--- src/rtl/mtdr_pkg.sv ---
package mtdr_pkg;

    // Field widths of the input and result words.
    localparam int GREEN_W = 24;
    localparam int TRIG_W  = 16;
    localparam int SCALE_W = 24;
    localparam int OUT_W   = 32;
    localparam int DATA_W  = 32;
    localparam int ADDR_W  = 5;

    // Datapath widths. A row value is held exactly in units of 1/(3*2^15).
    localparam int PROD_W  = TRIG_W + GREEN_W;      // trig times Green's sample
    localparam int N_W     = 42;                    // signed row value
    localparam int MAG_W   = N_W - 1;               // its magnitude
    localparam int LO_W    = 21;                    // low slice of the magnitude
    localparam int HI_W    = MAG_W - LO_W;          // high slice of the magnitude
    localparam int PLO_W   = LO_W + SCALE_W;
    localparam int PHI_W   = HI_W + SCALE_W;
    localparam int ACC_W   = MAG_W + SCALE_W + 1;
    localparam int RND_SH  = 31;
    localparam int SH_W    = ACC_W - RND_SH;        // value over 2^31, still times 3
    localparam int X_W     = 33;                    // dividend once saturation is split off
    localparam int XL_W    = 17;
    localparam int XH_W    = X_W - XL_W;
    localparam int RH_W    = 2;
    localparam int Y_W     = RH_W + XL_W;
    localparam int PH_W    = XH_W + XL_W;           // high quotient product
    localparam int PL_W    = 2 * Y_W;               // low quotient product
    localparam int RL_SH   = 20;

    // Rounding and division by three.
    localparam logic [ACC_W-1:0] ROUND_BIAS = ACC_W'(64'd3 << 30);
    localparam logic [SH_W-1:0]  SAT_LIMIT  = SH_W'(64'd3 << 31);
    localparam logic [XL_W-1:0]  RECIP_HI   = XL_W'(43691);   // ceil(2^17 / 3)
    localparam logic [Y_W-1:0]   RECIP_LO   = Y_W'(349526);   // ceil(2^20 / 3)

    // Pipeline depth from accepted word to result strobe.
    localparam int LATENCY   = 7;
    localparam int NUM_LANES = 7;

    // Lane order of the result word.
    localparam int LANE_XX  = 0;
    localparam int LANE_YY  = 1;
    localparam int LANE_XY  = 2;
    localparam int LANE_XZ  = 3;
    localparam int LANE_YZ  = 4;
    localparam int LANE_ZZ  = 5;
    localparam int LANE_OBS = 6;

    // Register map, indexed by paddr[4:2].
    localparam logic [2:0] REG_MODE  = 3'd0;
    localparam logic [2:0] REG_COS1  = 3'd1;
    localparam logic [2:0] REG_SIN1  = 3'd2;
    localparam logic [2:0] REG_COS2  = 3'd3;
    localparam logic [2:0] REG_SIN2  = 3'd4;
    localparam logic [2:0] REG_SCALE = 3'd5;

    // Register reset values.
    localparam logic [1:0]                RST_MODE  = 2'd1;
    localparam logic signed [TRIG_W-1:0]  RST_COS   = 16'sd16384;
    localparam logic signed [TRIG_W-1:0]  RST_SIN   = 16'sd0;
    localparam logic [SCALE_W-1:0]        RST_SCALE = 24'd65536;

    typedef enum logic [1:0] {
        MODE_EXPLOSION  = 2'd0,
        MODE_DEVIATORIC = 2'd1,
        MODE_FULL       = 2'd2
    } t_mode;

    typedef enum logic [1:0] {
        COMP_TRANSVERSE = 2'd0,
        COMP_RADIAL     = 2'd1,
        COMP_VERTICAL   = 2'd2
    } t_comp;

    typedef logic signed [N_W-1:0] t_n;

    typedef struct packed {
        logic [1:0]                 component;
        logic signed [GREEN_W-1:0]  green_strike_slip;
        logic signed [GREEN_W-1:0]  green_dip_slip;
        logic signed [GREEN_W-1:0]  green_dip45;
        logic signed [GREEN_W-1:0]  green_explosion;
        logic signed [GREEN_W-1:0]  observed_sample;
    } t_in_word;

    typedef struct packed {
        logic signed [OUT_W-1:0] coef_xx;
        logic signed [OUT_W-1:0] coef_yy;
        logic signed [OUT_W-1:0] coef_xy;
        logic signed [OUT_W-1:0] coef_xz;
        logic signed [OUT_W-1:0] coef_yz;
        logic signed [OUT_W-1:0] coef_zz;
        logic signed [OUT_W-1:0] scaled_observation;
    } t_out_word;

endpackage

--- src/rtl/mtdr_scale_lane.sv ---
module mtdr_scale_lane import mtdr_pkg::*; (
    input  logic                     i_clk,
    input  t_n                       i_n,
    input  logic [SCALE_W-1:0]       i_scale,
    output logic signed [OUT_W-1:0]  o_value
);

    // Stage 3: sign and magnitude.
    logic               r_neg3;
    logic [MAG_W-1:0]   r_mag;
    // Stage 4: partial products of magnitude and scale.
    logic               r_neg4;
    logic [PLO_W-1:0]   r_plo;
    logic [PHI_W-1:0]   r_phi;
    // Stage 5: rounded value over 2^31.
    logic               r_neg5;
    logic [SH_W-1:0]    r_sh;
    // Stage 6: first digit of the division by three.
    logic               r_neg6;
    logic               r_sat;
    logic [XH_W-1:0]    r_qh;
    logic [RH_W-1:0]    r_rh;
    logic [XL_W-1:0]    r_xl;
    // Stage 7: final value.
    logic signed [OUT_W-1:0] r_value;

    logic [MAG_W-1:0]        n_mag;
    logic [PLO_W-1:0]        n_plo;
    logic [PHI_W-1:0]        n_phi;
    logic [ACC_W-1:0]        n_acc;
    logic [XH_W-1:0]         n_xh;
    logic [PH_W-1:0]         n_prod_h;
    logic [XH_W-1:0]         n_qh;
    logic [XH_W-1:0]         n_rem;
    logic [Y_W-1:0]          n_y;
    logic [PL_W-1:0]         n_prod_l;
    logic [X_W-1:0]          n_q;
    logic signed [OUT_W-1:0] n_value;

    // Magnitude of the row value; it never reaches the most negative code.
    assign n_mag = i_n[N_W-1] ? MAG_W'(-i_n) : MAG_W'(i_n);

    // Magnitude times scale in two slices.
    assign n_plo = PLO_W'(r_mag[LO_W-1:0]) * PLO_W'(i_scale);
    assign n_phi = PHI_W'(r_mag[MAG_W-1:LO_W]) * PHI_W'(i_scale);

    // Join the slices, add half of 3*2^31 and drop the low bits.
    assign n_acc = {r_phi, LO_W'(0)} + ACC_W'(r_plo) + ROUND_BIAS;

    // High digit of the division by three, by reciprocal.
    assign n_xh     = r_sh[X_W-1:XL_W];
    assign n_prod_h = PH_W'(n_xh) * PH_W'(RECIP_HI);
    assign n_qh     = n_prod_h[PH_W-1:XL_W];
    assign n_rem    = n_xh - XH_W'(n_qh * XH_W'(3));

    // Low digit, then sign and saturation.
    assign n_y      = {r_rh, r_xl};
    assign n_prod_l = PL_W'(n_y) * PL_W'(RECIP_LO);
    assign n_q      = {r_qh, n_prod_l[RL_SH+XL_W-1:RL_SH]};

    always_comb begin
        if (r_sat) begin
            n_value = r_neg6 ? {1'b1, {(OUT_W-1){1'b0}}} : {1'b0, {(OUT_W-1){1'b1}}};
        end else if (r_neg6) begin
            n_value = -$signed({1'b0, n_q[OUT_W-2:0]});
        end else begin
            n_value = $signed({1'b0, n_q[OUT_W-2:0]});
        end
    end

    always_ff @(posedge i_clk) begin
        r_neg3  <= i_n[N_W-1];
        r_mag   <= n_mag;
        r_neg4  <= r_neg3;
        r_plo   <= n_plo;
        r_phi   <= n_phi;
        r_neg5  <= r_neg4;
        r_sh    <= n_acc[ACC_W-1:RND_SH];
        r_neg6  <= r_neg5;
        r_sat   <= (r_sh >= SAT_LIMIT);
        r_qh    <= n_qh;
        r_rh    <= n_rem[RH_W-1:0];
        r_xl    <= r_sh[XL_W-1:0];
        r_value <= n_value;
    end

    assign o_value = r_value;

endmodule
--- config.mk ---
export PLATFORM = sky130hd
export DESIGN_NAME = mtdr_scale_lane
export DESIGN_NICKNAME = d
export VERILOG_FILES = /design/src/rtl/mtdr_pkg.sv /design/src/rtl/mtdr_scale_lane.sv
export SDC_FILE = /design/constraint.sdc
export NUM_CORES = 2
export LEC_CHECK = 0
export ABC_AREA = 0
export BUFFER_PORTS_ARGS = -buffer_cell sky130_fd_sc_hd__buf_4
export CORE_MARGIN = 2
export CORE_UTILIZATION = 60
export DETAILED_ROUTE_END_ITERATION = 8
export GPL_ROUTABILITY_DRIVEN = 0
export PLACE_DENSITY_LB_ADDON = 0.25
export SLEW_MARGIN = 15
export SYNTH_ARGS = -nofsm -noshare
export SYNTH_HDL_FRONTEND = slang
export SYNTH_SLANG_ARGS = --single-unit
--- constraint.sdc ---
create_clock -name i_clk -period 13.5 [get_ports i_clk]
set_input_delay 1.35 -clock i_clk [delete_from_list [all_inputs] [get_ports i_clk]]
set_output_delay 1.35 -clock i_clk [all_outputs]
set_load 0.02 [all_outputs]
-- Word-level counts from Yosys, hierarchy flattened
Index checks and enable logic that the tools add are counted.
- register bits after elaboration: 235
- input port bits: 67
- output and inout port bits: 32
- $add $sub $neg: 5
- multipliers: 5
- order comparisons: 1
- muxes and demuxes: 4
- operators by type and width (cell ; count):
    32-bit two-way mux ; 3
    65-bit by 45-bit adder with 66-bit output ; 1
    66-bit by 32-bit adder with 66-bit output, second input constant ; 1
    21-bit by 24-bit multiplier with 45-bit output ; 1
    20-bit by 24-bit multiplier with 44-bit output ; 1
    41-bit two-way mux ; 1
    41-bit negator ; 1
    19-bit by 18-bit multiplier with 36-bit output, second input constant ; 1
    35-bit by 33-bit >= comparator with 1-bit output, second input constant ; 1
    16-bit by 16-bit multiplier with 32-bit output, second input constant ; 1
    31-bit negator with 32-bit output ; 1
    15-bit by 2-bit multiplier with 2-bit output, second input constant ; 1
    2-bit subtractor ; 1

-- Logic depth before layout (Yosys ltp)
- depth after elaboration: 4
- gate-level depth with buffers: 27
- depth with buffers taken out: 26

-- Least setup slack after synthesis
No wires, ideal clock.
- path kind: in2reg
- start: input i_scale[10]
- end: register r_plo[44]
- setup time: 0.124 ns
- arrival: 7.713 ns
- setup slack: 5.663 ns
- stages on the path: 23
- path through: clkbuf_1 > nand2_1 > fa_1 > fa_1 > fa_1 > fa_1 > inv_1 > fa_1 > fa_1 > inv_1 > fa_1 > inv_1 > ha_1 > a211oi_1 > o21ai_0 > a211oi_1 > a211oi_1 > a21oi_1 > a31oi_1 > a211oi_1 > o311ai_0 > a21oi_1 > xor2_1
- word-level cells in the longest chain between the ends: 1
- ends and longest elaborated chain (what ; line ; text):
    start: declaration ; mtdr_scale_lane.sv:4 ; input logic [SCALE_W-1:0] i_scale,
    21-bit by 24-bit multiplier with 45-bit output ; mtdr_scale_lane.sv:44 ; assign n_plo = PLO_W'(r_mag[LO_W-1:0]) * PLO_W'(i_scale);
    via n_plo[44] ; mtdr_scale_lane.sv:28 ; logic [PLO_W-1:0] n_plo;
    end signal: assignment ; mtdr_scale_lane.sv:75 ; r_plo <= n_plo;
    end: declaration ; mtdr_scale_lane.sv:13 ; logic [PLO_W-1:0] r_plo;
The timed path passes the listed nets, and every way through them passes these cells.

-- Final worst setup path
- start: input i_scale[9]
- end: register r_plo[44]
The elaborated chain is that of the path after synthesis.

==> metrics.md <==
| Metric | Value |
|---|---|
| Status | `completed` |
| Count leader, synth | `inv_1` |
| Area Growth Syn to Fin | `4.64%` |
| Vias after detailed routing | `36064` |
| Ys async rst share | `0` |
| Initial detailed-routing violation count | `2232` |
| Antenna Nets Post-Route | `0` |
| Die Span X | `293 um` |
| Fmax achieved | `0.117 GHz` |
| Top_reg_cell synth | `dfxtp_1` |
| Crit. End Element | `flop` |
| Synth top area cells | `fa_1 (40%), ha_1 (16%), inv_1 (10%), dfxtp_1 (8.5%), and2_1 (6.3%)` |
| Final Hold Viols | `0` |
| Gr usage total | `0.297` |
| EDFF count, synth | `0` |
| Routed vias/inst | `5.52` |
| Worst Skew | `0.0698 ns` |
| Initial antenna violation count | `1` |
| Setup CP Type | `input port to flop` |
| #FFs+latches synth | `214` |
| Post-CTS setup buffer count | `0` |
| H-tree levels | `1` |
| Global-route wire length before repair | `202000 um` |
| Min-Delay Path Class | `flop to flop` |
| Synthesis Warnings | `0` |
| Startpoint class of the critical path | `input port` |
| Max-cap viol count | `0` |
| Post-synth top area cell | `fa_1` |
| I/O pin count | `99` |
| R2R Path End | `r_phi[29]` |
| Hold path cells | `0` |
| Critical R2R Launch | `r_mag[24]` |
| Clk sinks | `214` |
| # port buffers | `98` |
| Worst-margin pin slew | `1.23 ns` |
| DRC | `0` |
| Synth cell types | `91` |
| Num rows | `106` |
| Synthesized Nets | `7200` |
| Hold buffer count at CTS | `0` |
| CP Data Required Time | `13.93 ns` |
| Seq/Total Area, Yosys | `0.0853` |
| TritonCTS clock tree | `yes` |
| Die area | `0.0860 mm^2` |
| Reg2Reg Setup Slack | `5.32 ns` |
| HPWL after DPL | `93700 um` |
| Core Region | `0.0833 mm^2` |
| R2R depth | `22` |
| Final TNS setup | `0 ns` |
| Hold Path End | `r_xl[11]` |
| Final Setup Violations | `0` |
| Root Buffer | `clkbuf_16` |
| Congestion Overflow GR | `0` |
| Proportion of layout cells with a drive suffix above 1 | `0.0400` |
| Slew margin rel. | `0.181` |
| Reg clk slew, reported paths | `0.07 ns` |
| Worst-path fanout max | `41` |
| Final nets | `7144` |
| TritonCTS buffer count | `26` |
| Syn_area_per_cell | `9.14 um^2` |
| Worst-Skew Late Latency | `0.61 ns` |
| Ranking of synthesized cells by instance count | `inv_1 (1334), fa_1 (999), ha_1 (644)` |
| RSZ-0062 raised after global routing | `false` |
| CTS resizes | `0` |
| Cells after Synth | `5490` |
| Vias in the first global route | `39031` |
| CP Data Arrival Time | `9.00 ns` |
| Starting density of the core | `0.603` |
| Crit path launch | `i_scale[9]` |
| Largest net degree at the start of global routing | `83` |
| Final min period | `8.57 ns` |
| Slew Limit Fails | `0` |
| Hold Path Origin | `r_sh[11]` |
| Die Span Y | `293 um` |
| Tcrit/Tclk final | `0.635` |
| Drt first pass iters | `5` |
| Area fraction of the dominant cell type after synthesis | `0.398` |
| CTS max path bufs | `3` |
| Synth Cell Area | `0.0502 mm^2` |
| Final wirelength | `122000 um` |
| Fillers | `7027` |
| Utilization after layout | `0.631` |
| Wire per inst | `18.6 um` |
## logic make-up after synthesis
group / synth area share
adder cells (fa/ha/maj): 0.559
buffers and inverters: 0.116
AND/OR/NAND/NOR: 0.150
AO/OA/AOI/OAI: 0.0571
flip-flops: 0.0853
XOR/XNOR: 0.0300
multiplexers: 0.00279
## cell type report
class / instances / area [um^2] / share of cell area
multi-input cells: 3731 / 40100 / 0.763
inverters: 1334 / 5010 / 0.0953
flip-flops and latches: 214 / 4290 / 0.0816
well taps: 1080 / 1350 / 0.0257
repair buffers: 127 / 953 / 0.0182
clock buffers: 36 / 728 / 0.0139
clock inverters: 11 / 110 / 0.00210
diodes: 2 / 5.00 / 0.0000953
## worst max path at each step
stage | slack (ns) | cells past startpoint | end
detailed placement | 4.66 | 24 | r_plo[44]
CTS | 5.11 | 24 | r_plo[44]
finish | 4.93 | 24 | r_plo[44]
global route | 4.52 | 24 | r_plo[44]
global placement | 4.78 | 23 | r_plo[44]
floorplan | 5.66 | 23 | r_plo[44]
## cell usage in the layout (no fill, tap or decap), types with 12 or more instances in the layout
master	netlist	layout
or3_1	17	17
a211oi_1	21	21
nand3_1	37	37
inv_1	1334	1334
fa_1	999	999
o21ai_0	70	70
o41ai_1	12	12
nor2b_1	15	15
ha_1	644	644
xor2_1	50	50
nand4_1	26	26
and2_1	506	506
o211ai_1	22	22
dfxtp_1	214	213
clkbuf_16	0	26
xnor2_1	118	118
o21bai_1	12	12
o31ai_1	18	18
a21o_1	48	48
nor3_1	41	41
o21a_1	26	26
nand2_1	601	601
a21oi_1	107	107
nand2b_1	18	18
and3_1	20	20
nor2_1	124	124
buf_4	2	127
## registers in the layout, indices dropped and copies added, names as in the netlist
name and flops:
r_phi 44, r_mag 41, r_sh 35, o_value 32, r_plo 24, r_xl 17, r_qh 14, r_rh 2
r_neg3 1, r_neg4 1, r_neg5 1, r_neg6 1, r_sat 1
## critical path: stages
cell and delay (ns):
buf_4 0.52, and2_1 0.24, fa_1 0.43, fa_1 0.51
inv_1 0.05, fa_1 0.47, inv_1 0.05, fa_1 0.50
fa_1 0.52, fa_1 0.49, inv_1 0.05, fa_1 0.47
inv_1 0.04, ha_1 0.31, nand4_1 0.12, a211oi_1 0.23
a22oi_1 0.16, a211oi_1 0.64, a21oi_1 0.30, a31oi_1 0.39
a211oi_1 0.16, o311ai_0 0.61, a21oi_1 0.20, xor2_1 0.17
## layer usage
metal | GRT usage | part of all wire | wire length [um] | vias up
met2 | 0.496 | 0.46 | 56600 | 1313
met5 | 0 | 0 | 0 | -
met3 | 0.0508 | 0.081 | 9830 | 245
met1 | 0.397 | 0.42 | 51000 | 18032
li1 | - | - | - | 16474
met4 | 0.0880 | 0.035 | 4230 | 0
## through the flow
step	hold WS (ns)	setup WS, ns	cell area (um^2)	cells
after global routing	0.298	4.52	52500	6534
after floorplan	0.310	5.66	50200	5490
final	0.275	4.93	52500	6535
after detailed placement	0.312	4.66	51700	6486
after CTS	0.254	5.11	52500	6533
after global placement	0.310	4.78	51700	6486
Power is left out: the tool's default activity adds up to more than one toggle a clock period on the data nets, which glitch-free logic cannot reach.
